## config.mk

```make
export PLATFORM = sky130hd
export DESIGN_NAME = ypl_front
export DESIGN_NICKNAME = d
export VERILOG_FILES = /design/src/ypl_pkg.sv /design/src/ypl_front.sv
export SDC_FILE = /design/constraint.sdc
export NUM_CORES = 1
export LEC_CHECK = 0
export BUFFER_PORTS_ARGS = -buffer_cell sky130_fd_sc_hd__clkbuf_2
export CORE_UTILIZATION = 25
export CTS_CLUSTER_SIZE = 40
export DETAILED_ROUTE_END_ITERATION = 10
export PLACE_DENSITY = 0.48
export SKIP_LAST_GASP = 1
export SYNTH_ARGS = -nofsm -noshare
export SYNTH_HDL_FRONTEND = slang
export SYNTH_SLANG_ARGS = --single-unit
```

## constraint.sdc

```tcl
create_clock -name clk -period 7.4 [get_ports clk]
set_input_delay 1.85 -clock clk [delete_from_list [all_inputs] [get_ports clk]]
set_output_delay 1.85 -clock clk [all_outputs]
set_load 0.02 [all_outputs]
```

## src/ypl_pkg.sv

```systemverilog
`timescale 1ns / 1ps
// ----------------------------------------------------------------------------
// ypl_pkg: shared types and constants for the yaw/pitch look vector block
// Angle and vector formats, request and response word types, the command
// word held in the queue and the coefficients of the quarter-wave sine.
// ----------------------------------------------------------------------------
package ypl_pkg;

  localparam int ANGLE_BITS  = 16;
  localparam int VECTOR_BITS = 16;
  localparam int LIMIT_BITS  = 14;

  // Pitch difference is formed one bit wider than both operands.
  localparam int DIFF_BITS   = (ANGLE_BITS > 16) ? ANGLE_BITS + 1 : 17;

  localparam int VEC_ONE     = 2 ** (VECTOR_BITS - 2);
  localparam logic [ANGLE_BITS-1:0] QUARTER = ANGLE_BITS'(2 ** (ANGLE_BITS - 2));
  localparam logic [LIMIT_BITS-1:0] LIMIT_RESET = LIMIT_BITS'(15646);

  localparam int QUEUE_DEPTH = 4;
  localparam int SINE_STAGES = 6;

  // Quarter-wave polynomial coefficients, Q15 arithmetic.
  localparam logic [16:0] QS_HALF_TURN = 17'd32768;
  localparam logic [16:0] QS_C1 = 17'd51472;
  localparam logic [15:0] QS_C2 = 16'd21024;
  localparam logic [11:0] QS_C3 = 12'd2320;

  localparam logic REQ_ROTATE = 1'b0;
  localparam logic REQ_PLACE  = 1'b1;

  typedef struct packed {
    logic               req_type;
    logic signed [15:0] yaw_value;
    logic signed [15:0] pitch_value;
  } req_t;

  typedef struct packed {
    logic signed [15:0] look_x;
    logic signed [15:0] look_y;
    logic signed [15:0] look_z;
    logic        [15:0] yaw_now;
    logic signed [15:0] pitch_now;
  } rsp_t;

  typedef struct packed {
    logic                         req_type;
    logic        [ANGLE_BITS-1:0] yaw;
    logic signed [ANGLE_BITS-1:0] pitch;
  } cmd_t;

endpackage

```

## src/ypl_front.sv

```systemverilog
`timescale 1ns / 1ps
// ----------------------------------------------------------------------------
// ypl_front: angle tracker
// Accepts request words, updates yaw and pitch, clamps pitch on
// rotate and pushes the resulting angles into the command queue.
// ----------------------------------------------------------------------------
module ypl_front (
  input  logic                                clk,
  input  logic                                rst,
  input  logic                                in_valid,
  output logic                                in_ready,
  input  ypl_pkg::req_t                       in_data,
  input  logic                                cfg_valid,
  output logic                                cfg_ready,
  input  logic [ypl_pkg::LIMIT_BITS-1:0]      cfg_data,
  input  logic                                q_full,
  output logic                                q_push,
  output ypl_pkg::cmd_t                       q_data
);

  localparam int AB = ypl_pkg::ANGLE_BITS;
  localparam int DB = ypl_pkg::DIFF_BITS;
  localparam logic signed [DB-1:0] CAP = DB'((2 ** (AB - 1)) - 1);

  logic [ypl_pkg::LIMIT_BITS-1:0] pitch_limit;
  logic [AB-1:0]                  yaw_angle;
  logic signed [AB-1:0]           pitch_angle;
  logic [AB-1:0]                  yaw_next;
  logic signed [AB-1:0]           pitch_next;
  logic signed [DB-1:0]           diff;
  logic signed [DB-1:0]           lim_raw;
  logic signed [DB-1:0]           lim;
  logic signed [DB-1:0]           neg_lim;

  assign cfg_ready = 1'b1;
  assign in_ready  = !q_full;
  assign q_push    = in_valid && !q_full;

  always_comb begin
    diff    = DB'(pitch_angle) - DB'(in_data.pitch_value);
    lim_raw = DB'(signed'({1'b0, pitch_limit}));
    lim     = (lim_raw > CAP) ? CAP : lim_raw;
    neg_lim = -lim;
    if (in_data.req_type == ypl_pkg::REQ_PLACE) begin
      yaw_next   = AB'(in_data.yaw_value);
      pitch_next = AB'(in_data.pitch_value);
    end else begin
      yaw_next = yaw_angle + AB'(in_data.yaw_value);
      priority if (diff > lim) begin
        pitch_next = AB'(lim);
      end else if (diff < neg_lim) begin
        pitch_next = AB'(neg_lim);
      end else begin
        pitch_next = AB'(diff);
      end
    end
    q_data.req_type = in_data.req_type;
    q_data.yaw      = yaw_next;
    q_data.pitch    = pitch_next;
  end

  always_ff @(posedge clk) begin
    if (rst) begin
      pitch_limit <= ypl_pkg::LIMIT_RESET;
      yaw_angle   <= '0;
      pitch_angle <= '0;
    end else begin
      if (cfg_valid) begin
        pitch_limit <= cfg_data;
      end
      if (q_push) begin
        yaw_angle   <= yaw_next;
        pitch_angle <= pitch_next;
      end
    end
  end

endmodule

```

== After elaboration in Yosys (flattened, before gate mapping) ==
Index checks and enable logic that the tools add are counted.
Operators by class
  shifts and indexed selects: 0
  add/sub/neg operators: 3
  muxes and demuxes: 4
  divide/modulo/power cells: 0
  multipliers: 0
  reductions and logical operators: 2
  equal/unequal tests: 0
  bitwise gates (word level): 0
  magnitude comparators: 2
Operators with widths (count)
  $mux W16: 4
  $gt A17 B15 Y1: 1
  $lt A17 B17 Y1: 1
  $neg A14 Y17: 1
  $sub A16 B16 Y17: 1
  $add A16 B16 Y16: 1
  $logic_and A1 B1 Y1: 1
  $logic_not A1 Y1: 1
Storage, ports and cells
  bits in latches: 0
  input bits: 52
  register bits after elaboration: 46
  memory bits (read-only): 0
  output and inout port bits: 36
  RAM bits: 0
  word-level logic and storage cells: 14
  memories kept: 0

== Depth between registers and ports, before layout ==
  depth after elaboration: 5
  mapped depth: 23
  gate-level depth less buffers: 21

== Least setup slack after synthesis ==
Ideal clock, no wire load.
  kind: input-to-output
  from: input in_data[1] in the netlist's numbering
  to: output q_data[13] in the netlist's numbering
  data required time: 5.550 ns
  arrival: 5.777 ns
  slack: -0.227 ns
  cell stages on the path: 21
  path buffers: 2
  cells stage by stage: inv_1 ha_1 nor2b_1 o2111ai_1 a31oi_1 a2111oi_2 o21a_1 mux2i_1 nand2_1 ha_1 inv_1 o21ai_0 nor3_1 nand3_1 a21o_1 and2_1 clkbuf_1 clkbuf_1 o21ai_0 mux2i_1 o21ai_0
RTL lines
  from (decl): RTL line ypl_front.sv:12  | input ypl_pkg::req_t in_data,
  to (decl): RTL line ypl_front.sv:18  | output ypl_pkg::cmd_t q_data

==> load_flow_metrics.sql <==
INSERT INTO impl_metrics (metric_group, metric, value, unit) VALUES
('run_status', 'run_status', 'finished with violations', ''),
('run_status', 'failed_checks', 'negative setup slack', ''),
('power_and_ir_drop', 'ir_drop', '109', 'uV'),
('yosys', 'synth.distinct_cells', '63', ''),
('sta', 'hold_viol', '0', ''),
('die', 'die_area', '19900', 'um2'),
('placement', 'place.port_buffers', '86', ''),
('clocking', 'root_buffer', 'clkbuf_16', ''),
('die', 'fp.coreArea', '18800', 'um2'),
('yosys', 'synth-edff-count', '0', ''),
('critical_path', 'critical-path-max-stage-delay', '0.41', 'ns'),
('yosys', 'ys_seq_elements', '46', ''),
('clocking', 'ctsLongestPathBuffers', '2', ''),
('yosys', 'seq_area_frac_synth', '19.0', '%'),
('power_and_ir_drop', 'cellLeakagePower', '3.20', 'nW'),
('sta', 'tightestPinTransition', '0.763', 'ns'),
('job', 'max-cap-violations', '0', ''),
('clocking', 'cts-buffers-inserted', '5', ''),
('finish', 'area_growth_syn_to_layout', '43.3', '%'),
('finish', 'fraction_of_final_layout_cells_sized_beyond_drive_strength_1', '33.3', '%'),
('sta', 'report.final.setup_viol', '2', ''),
('sta', 'postLayoutSetupSlackWorst', '-0.0217', 'ns'),
('grt', 'globalRouteTotalUtil', '15.5', '%'),
('critical_path', 'critPathSlowestCell', 'a2111oi_4', ''),
('sta', 'timing.slew.headroom', '49.2', '%'),
('clocking', 'cts.clk_slew.worst_paths', '0.07', 'ns'),
('placement', 'gpl.final_weighted_congestion', '0.833', ''),
('sta', 'fmaxAchievable', '0.135', 'GHz'),
('die', 'starting_density_of_the_core', '25.7', '%'),
('yosys', 'synth_warnings', '0', ''),
('placement', 'placed_area', '5990', 'um2'),
('critical_path', 'launching_element_type_of_the_critical_path', 'input port', ''),
('yosys', 'synthTopCellsByArea', 'dfxtp_1 (19%), ha_1 (15%), nand2_1 (6.9%)', ''),
('yosys', 'synthesis.area', '4850', 'um2'),
('critical_path', 'crit_fanout', '5', ''),
('detailed_routing', 'first_iter_violations', '222', ''),
('die', 'die_h', '141', 'um'),
('detailed_routing', 'firstDrtPassIters', '5', ''),
('yosys', 'synth.net_count', '772', ''),
('detailed_routing', 'route.antenna.remaining_nets', '0', ''),
('yosys', 'synth_area_per_cell', '7.37', 'um2'),
('yosys', 'yosys.area.top_type_share', '19.0', '%'),
('yosys', 'syn-instance-count', '658', ''),
('placement', 'dpl_worst_slack', '-0.425', 'ns'),
('finish', 'diodes', '0', ''),
('grt', 'grt_antenna_before_repair', '0', ''),
('sta', 'timing.clock.skew', '0.00881', 'ns'),
('finish', 'nNetsFinal', '918', ''),
('grt', 'globalRouteOverflowTotal', '0', ''),
('clocking', 'tritoncts', 'done', ''),
('sta', 'layout_worst_path_cycle_share', '100', '%'),
('finish', 'final_area', '6940', 'um2'),
('die', 'die-width', '141', 'um'),
('power_and_ir_drop', 'net-switching-power', '0.000580', 'W'),
('clocking', 'worstSkewPairLatency', '0.30', 'ns'),
('detailed_routing', 'detail_route.vias_per_cell', '4.75', ''),
('detailed_routing', 'drt-total-wl', '15.6', 'mm'),
('power_and_ir_drop', 'pwr-share-seq', '20.3', '%'),
('power_and_ir_drop', 'clockPowerShare', '16.0', '%'),
('sta', 'grt_setup_unrepaired', 'yes', ''),
('finish', 'seqCellArea', '921', 'um2'),
('yosys', 'share_of_synthesized_flip_flops_with_an_asynchronous_set_or_reset', '0', '%'),
('critical_path', 'cp-end-kind', 'output port', ''),
('critical_path', 'critPathRequiredTime', '5.55', 'ns'),
('grt', 'first_pass_grt_wire_length', '24.5', 'mm'),
('sta', 'slew_violations', '0', ''),
('clocking', 'clock_tree.htree_level_count', '2', ''),
('finish', 'multiInputGateArea', '4190', 'um2'),
('critical_path', 'timing.setup.critical_path_class', 'in2out', ''),
('die', 'floorplan.rows', '50', ''),
('detailed_routing', 'drt-wirelength-per-cell', '14.7', 'um');
-- sequential cells by signal (all words and copies together) (netlist names) --
| name | count |
|---|---|
| pitch_angle | 16 |
| yaw_angle | 16 |
| pitch_limit | 14 |
-- layout by cell type, fill, tap and decap left out, types with 14 or more instances in the layout --
cell type,synthesis,layout
buf_4,2,84
nand2_1,89,82
clkbuf_2,0,68
nor2_1,51,50
ha_1,60,50
dfxtp_1,46,46
inv_1,46,43
nor3_1,31,29
o21ai_0,43,29
a21oi_1,33,28
xnor2_1,25,21
o21ai_1,20,19
a31oi_1,18,17
o21ai_2,1,14
-- area by class of cell --
type / instances / share of cell area, %
multi-input combinational: 535 / 60.3
clock buffer: 5 / 1.80
tap: 260 / 4.68
clock inverter: 2 / 0.144
sequential: 46 / 13.3
timing repair buffer: 169 / 17.2
inverter: 47 / 2.61
-- metal layers --
| metal | part of all wire, % | up-vias | track usage, % |
|---|---|---|---|
| met5 | 0 | - | 0 |
| met4 | 0.73 | 0 | 3.55 |
| met3 | 2.8 | 8 | 2.41 |
| met2 | 49 | 80 | 26.9 |
| met1 | 47 | 2332 | 19.9 |
| li1 | - | 2636 | - |
-- critical path, delay by kind of cell --
| family | cells | cell delay [ns] |
|---|---|---|
| fa+ha+maj | 2 | 0.47 |
| mux | 1 | 0.27 |
| buf+inv | 5 | 0.53 |
| compound gates | 9 | 1.71 |
| simple gates | 6 | 0.75 |
-- cell usage after synthesis (all sizes together) (3+ instances only) --
master,count
a21o,11
dfxtp,46
inv,47
ha,60
and3,6
xor2,13
nand4,5
mux2i,19
a21oi,33
o211ai,11
nor3,32
a211oi,5
nor4,6
buf,9
o21ai,64
a221oi,3
and2,7
nand2b,4
nor2,51
o31ai,6
or3,3
a31oi,18
o21a,9
mux2,4
clkbuf,22
nand3,15
nand2,89
nor2b,7
a31o,4
xnor2,25
-- power groups by stage --
stage,Combinational (W),Sequential [W],Clock (W)
2_1_floorplan,0.000438,0.000281,0
3_3_place_gp,0.000677,0.000289,0
3_5_place_dp,0.000674,0.000289,0
4_1_cts,0.000779,0.000284,0.000235
5_1_grt,0.000974,0.000288,0.000242
6_report,0.000897,0.000285,0.000226
-- stage by stage --
| stage | std cells | hold slack (ns) | power, W | util, % | TNS [ns] |
|---|---|---|---|---|---|
| floorplan | 658 | 0.440 | 0.000719 | - | -0.0755 |
| global placement | 1039 | 0.456 | 0.000966 | 31.8 | -4.61 |
| detailed placement | 1039 | 0.455 | 0.000962 | 31.8 | -5.42 |
| CTS | 1056 | 0.465 | 0.00130 | 34.6 | -0.636 |
| global route | 1064 | 0.515 | 0.00150 | 36.9 | -1.63 |
| finish | 1064 | 0.461 | 0.00141 | 36.9 | -0.0237 |
-- path summary, 6_finish.rpt --
path	start	end	slack (ns)	depth (start not counted)
worst min-delay path	yaw_angle[11]$_SDFFE_PP0P_	yaw_angle[11]$_SDFFE_PP0P_	0.46	2
worst max-delay path	in_data[1]	q_data[2]	-0.02	23
worst max register to register	pitch_angle[0]$_SDFFE_PP0P_	pitch_angle[2]$_SDFFE_PP0P_	3.16	23
worst min register to register	yaw_angle[11]$_SDFFE_PP0P_	yaw_angle[11]$_SDFFE_PP0P_	0.46	2
-- kinds of logic (layout without fill, tap and decap cells) --
| kind of cell | count (synthesis) | count (layout) | synth area share [%] |
|---|---|---|---|
| AO/OA/AOI/OAI | 181 | 181 | 24.7 |
| XOR/XNOR | 38 | 38 | 6.87 |
| adder cells (fa/ha/maj) | 62 | 62 | 16.3 |
| buffers and inverters | 78 | 223 | 6.71 |
| flip-flops | 46 | 46 | 19.0 |
| multiplexers | 23 | 23 | 4.85 |
| other | 1 | 1 | 0.0774 |
| AND/OR/NAND/NOR | 229 | 230 | 21.5 |
-- what timing repair did --
action / in CTS / in global routing
setup endpoints to repair: 16 / 16
pin swaps: 32 / 49
gates cloned: 1 / 1
gates resized for setup: 70 / 85
setup buffers: 9 / 8
Power figures use the tool's default switching activity.
