<file path="src/ypl_pkg.sv">
`timescale 1ns / 1ps
// ----------------------------------------------------------------------------
// ypl_pkg: shared types and constants for the yaw/pitch look vector block
// Angle and vector formats, request and response word types, the command
// word held in the queue and the coefficients of the quarter-wave sine.
// ----------------------------------------------------------------------------
package ypl_pkg;

  localparam int ANGLE_BITS  = 16;
  localparam int VECTOR_BITS = 16;
  localparam int LIMIT_BITS  = 14;

  // Pitch difference is formed one bit wider than both operands.
  localparam int DIFF_BITS   = (ANGLE_BITS > 16) ? ANGLE_BITS + 1 : 17;

  localparam int VEC_ONE     = 2 ** (VECTOR_BITS - 2);
  localparam logic [ANGLE_BITS-1:0] QUARTER = ANGLE_BITS'(2 ** (ANGLE_BITS - 2));
  localparam logic [LIMIT_BITS-1:0] LIMIT_RESET = LIMIT_BITS'(15646);

  localparam int QUEUE_DEPTH = 4;
  localparam int SINE_STAGES = 6;

  // Quarter-wave polynomial coefficients, Q15 arithmetic.
  localparam logic [16:0] QS_HALF_TURN = 17'd32768;
  localparam logic [16:0] QS_C1 = 17'd51472;
  localparam logic [15:0] QS_C2 = 16'd21024;
  localparam logic [11:0] QS_C3 = 12'd2320;

  localparam logic REQ_ROTATE = 1'b0;
  localparam logic REQ_PLACE  = 1'b1;

  typedef struct packed {
    logic               req_type;
    logic signed [15:0] yaw_value;
    logic signed [15:0] pitch_value;
  } req_t;

  typedef struct packed {
    logic signed [15:0] look_x;
    logic signed [15:0] look_y;
    logic signed [15:0] look_z;
    logic        [15:0] yaw_now;
    logic signed [15:0] pitch_now;
  } rsp_t;

  typedef struct packed {
    logic                         req_type;
    logic        [ANGLE_BITS-1:0] yaw;
    logic signed [ANGLE_BITS-1:0] pitch;
  } cmd_t;

endpackage

</file>
<file path="src/ypl_fifo.sv">
`timescale 1ns / 1ps
// ----------------------------------------------------------------------------
// ypl_fifo: command queue
// Small register queue between the angle tracker and the vector pipeline.
// ----------------------------------------------------------------------------
module ypl_fifo #(
  parameter int DEPTH = ypl_pkg::QUEUE_DEPTH
) (
  input  logic          clk,
  input  logic          rst,
  input  logic          wr_push,
  input  ypl_pkg::cmd_t wr_data,
  output logic          full,
  input  logic          rd_pop,
  output logic          rd_valid,
  output ypl_pkg::cmd_t rd_data
);

  localparam int AW = (DEPTH > 1) ? $clog2(DEPTH) : 1;
  localparam int CW = $clog2(DEPTH + 1);

  ypl_pkg::cmd_t  mem [DEPTH];
  logic [AW-1:0]  wr_ptr;
  logic [AW-1:0]  rd_ptr;
  logic [CW-1:0]  count;
  logic           do_push;
  logic           do_pop;

  assign full     = (count == CW'(DEPTH));
  assign rd_valid = (count != '0);
  assign rd_data  = mem[rd_ptr];
  assign do_push  = wr_push && !full;
  assign do_pop   = rd_pop && rd_valid;

  always_ff @(posedge clk) begin
    if (do_push) begin
      mem[wr_ptr] <= wr_data;
    end
  end

  always_ff @(posedge clk) begin
    if (rst) begin
      wr_ptr <= '0;
      rd_ptr <= '0;
      count  <= '0;
    end else begin
      if (do_push) begin
        wr_ptr <= (wr_ptr == AW'(DEPTH - 1)) ? '0 : wr_ptr + AW'(1);
      end
      if (do_pop) begin
        rd_ptr <= (rd_ptr == AW'(DEPTH - 1)) ? '0 : rd_ptr + AW'(1);
      end
      unique case ({do_push, do_pop})
        2'b10:   count <= count + CW'(1);
        2'b01:   count <= count - CW'(1);
        default: count <= count;
      endcase
    end
  end

endmodule

</file>
<file path="config.mk">
export PLATFORM = sky130hd
export DESIGN_NAME = ypl_fifo
export DESIGN_NICKNAME = d
export VERILOG_FILES = /design/src/ypl_pkg.sv /design/src/ypl_fifo.sv
export SDC_FILE = /design/constraint.sdc
export NUM_CORES = 1
export LEC_CHECK = 0
export BUFFER_PORTS_ARGS = -buffer_cell sky130_fd_sc_hd__buf_2
export CAP_MARGIN = 20
export CORE_ASPECT_RATIO = 2
export CORE_MARGIN = 2
export CORE_UTILIZATION = 56
export CTS_CLUSTER_SIZE = 16
export DETAILED_ROUTE_END_ITERATION = 8
export GPL_TIMING_DRIVEN = 0
export PLACE_DENSITY = 0.82
export REMOVE_ABC_BUFFERS = 1
export SYNTH_ARGS = -nofsm -noshare
export SYNTH_HDL_FRONTEND = slang
export SYNTH_SLANG_ARGS = --single-unit
</file>
<file path="constraint.sdc">
create_clock -name clk -period 2.67 [get_ports clk]
set_clock_uncertainty 0.05 [all_clocks]
set_input_delay 0.4005 -clock clk [delete_from_list [all_inputs] [get_ports clk]]
set_output_delay 0.4005 -clock clk [all_outputs]
set_load 0.02 [all_outputs]
</file>
## Word level (Yosys, flattened, before mapping)

Memories as Yosys holds them, arrays and structs flattened. A register that Yosys moved wholly into a read port is not among the register bits.
Cells that the tools add are included.

- Memory bits (writable): 132
- Bits in registers: 7
- Output and inout port bits: 35
- Input port bits: 37
- Memories kept: 1

- Add/sub/neg operators: 4
- Equal/unequal tests: 5
- Reduce and logical (&&, ||, !) cells: 5
- Multiplexer cells: 7

Memory list:

| name | words | bits a word | rd ports | clocked after Yosys merged registers in | write ports | line | source |
|---|---|---|---|---|---|---|---|
| mem | 4 | 33 | 1 | 1 | 1 | ypl_fifo.sv:22 | `ypl_pkg::cmd_t mem [DEPTH];` |

Operators by type and width:

| operator | number |
|---|---|
| two-way mux 2 bit | 4 |
| == test 2 bit, second input constant | 3 |
| case mux 3 bit (2 select lines) | 1 |
| adder 2 x 1 -> 2 bit, second input constant | 2 |
| adder 3 x 1 -> 3 bit, second input constant | 1 |
| == test 3 bit, second input constant | 1 |
| nonzero test 3 bit | 1 |
| subtractor 3 x 1 -> 3 bit, second input constant | 1 |
| == test 2 x 1 -> 1 bit, second input constant | 1 |
| logical AND 1 bit | 2 |
| two-way mux 1 bit | 2 |
| nonzero test 2 bit | 1 |
| logical NOT 1 bit | 1 |

## Longest topological paths before layout

Gate-level depths: netlist of the first run.

- Depth in word-level cells: 5
- Gate-level depth with buffers: 10

## Worst setup path after synthesis of the first run

OpenSTA, ideal clock, no wires.

- Path type: flip-flop to flip-flop
- Start point: register count[2]
- End point: register count[2]
- Arrival time: 2.271 ns
- Setup slack: 0.279 ns
- Buffers on the path: 1
- Stages on the path, launching flop included: 11
- Cells stage by stage: dfxtp_1 or3b_1 buf_6 and2_4 inv_1 ha_1 inv_1 fa_1 xor2_1 or3_2 a21oi_1

- Cells in the longest elaborated chain, start to end: 5
- Elaborated cells on any way between the ends: 11
- Classes of those cells: add/sub: 2; eq/ne: 3; mux: 1; reduce/logical: 5

Ends and longest elaborated chain:

| item | line | source |
|---|---|---|
| start: declaration | ypl_fifo.sv:25 | `logic [CW-1:0] count;` |
| start signal: assignment | ypl_fifo.sv:54 | `2'b10: count <= count + CW'(1);` |
| start signal: assignment | ypl_fifo.sv:55 | `2'b01: count <= count - CW'(1);` |
| start signal: assignment | ypl_fifo.sv:56 | `default: count <= count;` |
| == test 3 bit | ypl_fifo.sv:29 | `assign full = (count == CW'(DEPTH));` |
| logical NOT 1 bit | ypl_fifo.sv:32 | `assign do_push = wr_push && !full;` |
| logical AND 1 bit | ypl_fifo.sv:32 |  |
| == test 2 x 1 -> 1 bit or == test 2 bit (tied branches) | ypl_fifo.sv:53 | `unique case ({do_push, do_pop})` |
| case mux 3 bit (2 select lines) or nonzero test 2 bit (tied branches) | n/a |  |

Parallel ways exist; a longest one is shown, timed or not.
A chain may end at the register's enable or synchronous reset.

## Worst setup path in the final report of the first run

Ends and elaborated chain as after synthesis.

==> flow_metrics.env, run 1 <==
export IMPL_run_status="complete, no violations"
export IMPL_avgSynthCellArea_um2=23.1
export IMPL_synth_enable_flop_cells=132
export IMPL_synth_xor_area_share_pct=0.333
export IMPL_overflow=0
export IMPL_p_leak_nw=2.17
export IMPL_grt_pass1_wl_um=14000
export IMPL_n_antenna_cell=0
export IMPL_drv_cap=0
export IMPL_grt_max_degree=34
export IMPL_core_rowCount=50
export IMPL_slew_headroom_pct=42.5
export IMPL_synth_compound_area_share_pct=1.00
export IMPL_ant_nets=0
export IMPL_async_reset_ff_share_pct=0
export IMPL_ys_ff_latch=141
export IMPL_synth_mux_area_fraction_pct=14.3
export IMPL_synth_area_leaders="edfxtp_1 75%, mux4_2 14%, dfxtp_1 3.4%"
export IMPL_required_ps=2960
export IMPL_synthAdderAreaFrac_pct=1.81
export IMPL_grt_use_total_pct=19.5
export IMPL_period_share_pct=93.9
export IMPL_synthTopCellsByCount="132 x edfxtp_1, 33 x mux4_2, 9 x dfxtp_1, 8 x inv_1, 6 x ha_1"
export IMPL_period_minus_slack_ps=2510
export IMPL_ir_worst_vdd_mv=0.629
export IMPL_synth_most_common_cell="edfxtp_1"
export IMPL_vias=2467
export IMPL_regArea_um2=4150
export IMPL_htree_levels=4
export IMPL_post_synth_num_cell_types=28
export IMPL_fin_nets=352
export IMPL_clk_latency_ps=410
export IMPL_ios=72
export IMPL_fillers=593
export IMPL_hold_class="in -> reg"
export IMPL_synth_ff_type="edfxtp_1"
export IMPL_slew_violations=0
export IMPL_start_util_pct=56.8
export IMPL_drt_initial_drc_count=163
export IMPL_hpwl_um=5330
export IMPL_seq_area_frac_synth_pct=78.9
export IMPL_power_density_nw_per_um2=1010
export IMPL_clk_pin_slew_worst_paths_ps=60
export IMPL_die_area_um2=10200
export IMPL_synth_top_family_by_area="multiplexers"
export IMPL_areaGrowthSynthToFinish_pct=19.2
export IMPL_syn_area_um2=5260
export IMPL_netlist_area_leader_share_pct=75.4
export IMPL_die_x_um=72.5
export IMPL_cts_made_buffers=17
export IMPL_port_buffers=71
export IMPL_setup_viol=0
export IMPL_core_area_um2=9260
export IMPL_first_global_vias=2722
export IMPL_synth_top_area_cell="edfxtp_1"
export IMPL_yosysWarnings=0
export IMPL_syn_instance_count=227
export IMPL_end_kind="flop"
export IMPL_startpoint_type="flop"
export IMPL_drive_gt1_share_pct=44.5
export IMPL_rsz0062_at_grt="false"
export IMPL_wl_per_cell_um=20.8
export IMPL_vias_per_cell=5.80
export IMPL_drtPass1Iterations=4
export IMPL_clockBufferDepth=2
export IMPL_arrival_ps=2800
export IMPL_synth_simple_area_share_pct=1.93
export IMPL_clkSinkCount=141
export IMPL_report_power_total_mw=6.30
export IMPL_antenna_found_initial=0
export IMPL_cp_max_fo=9
export IMPL_drt_wl_total_um=8850
export IMPL_drc=0
export IMPL_worst_pin_slew_ps=862
export IMPL_postCtsSetupBuffers=0
export IMPL_multiInputGateArea_um2=1020
export IMPL_die_y_um=141
export IMPL_gp_congestion=0.732
export IMPL_hold_viol=0
export IMPL_critPathKind="reg -> reg"
export IMPL_cts_tree="built"
export IMPL_post_route_util_pct=67.7
export IMPL_root_buffer="clkbuf_16"
export IMPL_clock_fmax_mhz=399
## power breakdown
part / total (mW) / internal (mW) / switching, mW
clock: 2.19 / 1.35 / 0.841
combinational: 1.29 / 0.576 / 0.716
sequential: 2.81 / 2.67 / 0.146
total: 6.30 / 4.59 / 1.70
## placed cells by master, fill, tap and decap left out, types with 2 or more instances in the layout
master / instances
edfxtp_1: 132
nand3_1: 2
or3_2: 2
buf_2: 71
xor2_1: 2
dfxtp_1: 7
mux4_2: 33
ha_1: 6
a21oi_1: 4
and3_2: 4
clkinv_2: 3
clkbuf_16: 17
clkinv_1: 4
bufinv_16: 2
clkinvlp_4: 5
inv_1: 8
nor2_1: 4
## repair_timing
| item | 4_1_cts | 5_1_grt |
|---|---|---|
| resized for setup | 0 | 2 |
| hold buffers | 0 | 0 |
| setup endpoints to repair | 0 | 13 |
## layer usage
| layer | global-route usage (%) | wire length (µm) | vias to the layer above |
|---|---|---|---|
| met5 | 0 | 0 | - |
| li1 | - | - | 1105 |
| met1 | 20.4 | 3070 | 1266 |
| met4 | 10.7 | 254 | 0 |
| met3 | 5.72 | 465 | 17 |
| met2 | 34.1 | 5070 | 79 |
## path summary, 6_finish.rpt
| path | start | to | slack [ps] | cells past startpoint |
|---|---|---|---|---|
| min reg2reg | rd_ptr[0]$_SDFFE_PP0P_ | flop | 450 | 2 |
| min | wr_data[30] | mem[1][30]$_DFFE_PP_ | 160 | 1 |
| max | count[2]$_SDFFE_PP0P_ | count[2]$_SDFFE_PP0P_ | 160 | 9 |
| max reg2reg | count[2]$_SDFFE_PP0P_ | count[2]$_SDFFE_PP0P_ | 160 | 9 |
## per-stage QoR
| step | cells | hold slack [ps] | TNS, ps | setup WS [ps] | instance area [µm²] |
|---|---|---|---|---|---|
| 6_report | 425 | 156 | 0 | 163 | 6260 |
| 5_1_grt | 425 | 141 | 0 | 10.1 | 6260 |
| 4_1_cts | 425 | 137 | 0 | 28.6 | 6260 |
| 3_5_place_dp | 393 | 446 | 0 | 95.1 | 5700 |
| 3_3_place_gp | 392 | 422 | -20640 | -652 | 5680 |
| 2_1_floorplan | 217 | 406 | 0 | 6.45 | 5190 |
## cell families after synthesis
| group | after synthesis |
|---|---|
| multiplexers | 34 |
| buffers and inverters | 18 |
| adder cells (fa/ha/maj) | 7 |
| AO/OA/AOI/OAI | 8 |
| flip-flops | 141 |
| XOR/XNOR | 2 |
| AND/OR/NAND/NOR | 17 |
## worst max-delay path, stage by stage, from the launching register on
cell and delay [ps]:
dfxtp_1 370, or3b_4 450, and2_4 180, inv_1 50
ha_1 180, inv_1 60, fa_1 370, xor2_1 160
or3_2 400, a21oi_1 160
## area by class of cell
cell class,count,share of cell area [%]
sequential,141,66.2
multi-input combinational,68,16.3
clock buffer,18,6.85
timing repair buffer,72,5.99
tap,104,2.08
clock inverter,14,2.04
inverter,8,0.479
## state kept, by name (all words and copies together) (netlist names), named ones only
name,cells
mem,132
count,3
rd_ptr,2
wr_ptr,2
(Power assumes the default switching activity.)
==> run 2, diff against run 1 <==
--- a/config.mk
+++ b/config.mk
@@ -14,7 +14,9 @@
 export DETAILED_ROUTE_END_ITERATION = 8
 export GPL_TIMING_DRIVEN = 0
 export PLACE_DENSITY = 0.82
+export RECOVER_POWER = 50
 export REMOVE_ABC_BUFFERS = 1
+export SETUP_SLACK_MARGIN = 0.3
 export SYNTH_ARGS = -nofsm -noshare
 export SYNTH_HDL_FRONTEND = slang
 export SYNTH_SLANG_ARGS = --single-unit
==> run 2 against run 1 <==
  * Critical path depth is the same
  * Utilization is the same
  * Routed wire length grew 1.3%
  * Register-to-register slack gained 210 ps
  * Sequential share of layout area grew 0.060 points
  * Largest power group unchanged
  * Highest routed layer unchanged
==> flow_metrics.env, run 2 (synthesis gave the netlist of run 1 again) <==
export IMPL_drv_cap=0
export IMPL_power_density_nw_per_um2=1010
export IMPL_die_y_um=141
export IMPL_end_kind="flop"
export IMPL_largest_registers="mem x132, count x3"
export IMPL_rsz0062_at_grt="false"
export IMPL_sw_frac_of_total_pct=27.1
export IMPL_startpoint_type="flop"
export IMPL_hpwl_um=5330
export IMPL_period_share_pct=86.0
export IMPL_hold_class="in -> reg"
export IMPL_clock_fmax_mhz=435
export IMPL_gp_congestion=0.732
export IMPL_slowest_stage="or3b_1"
export IMPL_post_route_util_pct=67.7
export IMPL_period_minus_slack_ps=2300
export IMPL_cts_tree="built"
export IMPL_antenna_found_initial=0
export IMPL_clk_latency_ps=410
export IMPL_pwr_share_seq_pct=43.8
export IMPL_wl_per_cell_um=20.9
export IMPL_grt_use_total_pct=19.8
export IMPL_die_area_um2=10200
export IMPL_drive_gt1_share_pct=34.9
export IMPL_areaGrowthSynthToFinish_pct=19.2
export IMPL_cp_max_fo=5
export IMPL_n_antenna_cell=0
export IMPL_start_util_pct=56.8
export IMPL_holdBufCountCts=0
export IMPL_power_switching_mw=1.72
export IMPL_arrival_ps=2590
export IMPL_grt_pass1_wl_um=14200
export IMPL_crit_path_frequent_cell="inv_1"
export IMPL_p_int_mw=4.61
export IMPL_largest_reg_flops=132
export IMPL_clk_pin_slew_worst_paths_ps=60
export IMPL_hold_viol=0
export IMPL_overflow=0
export IMPL_first_global_vias=2747
export IMPL_layout_commonest_cell="edfxtp_1"
export IMPL_slew_violations=0
export IMPL_vias_per_cell=5.79
export IMPL_core_area_um2=9260
export IMPL_drtPass1Iterations=4
export IMPL_setup_tns_ps=0
export IMPL_p_comb_share_pct=21.5
export IMPL_core_rowCount=50
export IMPL_fin_nets=355
export IMPL_path_cells="or3b_1 -> and2_4 -> inv_1 -> ha_1 -> inv_1 -> fa_2 -> xor2_1 -> or3_4 -> a21oi_2"
export IMPL_ant_nets=0
export IMPL_die_x_um=72.5
export IMPL_htree_levels=4
export IMPL_drt_initial_drc_count=168
export IMPL_max_stage_delay_ps=400
export IMPL_clkSinkCount=141
export IMPL_run_status="complete, no violations"
export IMPL_drc=0
export IMPL_crit_path_start="count[2]$_SDFFE_PP0P_"
export IMPL_final_cell_mix="132 x edfxtp_1, 37 x buf_2, 36 x clkbuf_1, 33 x mux4_2, 17 x clkbuf_16"
export IMPL_ir_worst_vdd_mv=0.638
export IMPL_pwr_share_clk_pct=34.6
export IMPL_grt_max_degree=34
export IMPL_port_buffers=71
export IMPL_drt_wl_total_um=8970
export IMPL_worstHoldStart="wr_data[30]"
export IMPL_cts_made_buffers=17
export IMPL_root_buffer="clkbuf_16"
export IMPL_clockBufferDepth=2
export IMPL_vias=2477
export IMPL_worst_pin_slew_ps=879
export IMPL_r2r_start="count[2]$_SDFFE_PP0P_"
export IMPL_critPathKind="reg -> reg"
export IMPL_slew_headroom_pct=41.4
export IMPL_regMostFlops="mem"
export IMPL_setup_viol=0
export IMPL_required_ps=2960
export IMPL_p_leak_nw=2.09
export IMPL_ios=72
run 2: area by class of cell:
class / instances / area [µm²]
Tap cell: 104 / 130
Clock inverter: 14 / 128
Multi-Input combinational cell: 68 / 1030
Timing Repair Buffer: 75 / 364
Clock buffer: 18 / 429
Inverter: 8 / 30.0
Fill cell: 613 / 2990
Sequential cell: 141 / 4150
run 2: layer usage:
layer  part of all wire (%)  vias to the layer above  global-route usage (%)
met1                     35                     1283                    20.6
met4                    3.0                        0                    10.7
met2                     58                       67                    34.8
met3                    4.1                       17                    5.72
met5                      0                        -                       0
li1                       -                     1110                       -
run 2: repair_timing:
item,CTS,global route
setup endpoints to repair,34,1
pin swaps,1,1
buffers inserted,3,0
gates resized for setup,9,2
run 2: worst paths after layout:
path,end,slack [ps],cells after the start
max reg2reg,count[2]$_SDFFE_PP0P_,370,9
min,mem[1][30]$_DFFE_PP_,200,1
max,count[2]$_SDFFE_PP0P_,370,9
min reg2reg,flop,450,2
run 2: power groups by stage:
stage / clock network (mW) / registers (mW) / logic (mW)
after global routing: 2.31 / 2.80 / 1.47
after global placement: 0 / 2.90 / 1.20
after floorplan: 0 / 2.85 / 0.864
after detailed placement: 0 / 2.86 / 1.29
after CTS: 2.23 / 2.78 / 1.40
final: 2.19 / 2.78 / 1.36
run 2: worst max-delay path, delay by kind of cell, from the launching register on:
kind / cells / cell delay, ps
AOI/OAI and AO/OA: 1 / 120
xor gates and xnor gates: 1 / 160
adders and majority gates: 2 / 480
buffers and inverters: 2 / 110
DFF: 1 / 390
and+or+nand+nor: 3 / 910
run 2: per-stage QoR:
step / cell area [µm²] / hold WS, ps / power [mW] / setup slack [ps] / std cells
global route: 6260 / 194 / 6.58 / 250 / 428
global placement: 5680 / 422 / 4.10 / -652 / 392
CTS: 6310 / 137 / 6.41 / 326 / 428
detailed placement: 5700 / 446 / 4.15 / 95.1 / 393
finish: 6260 / 196 / 6.33 / 374 / 428
floorplan: 5190 / 406 / 3.71 / 6.45 / 217
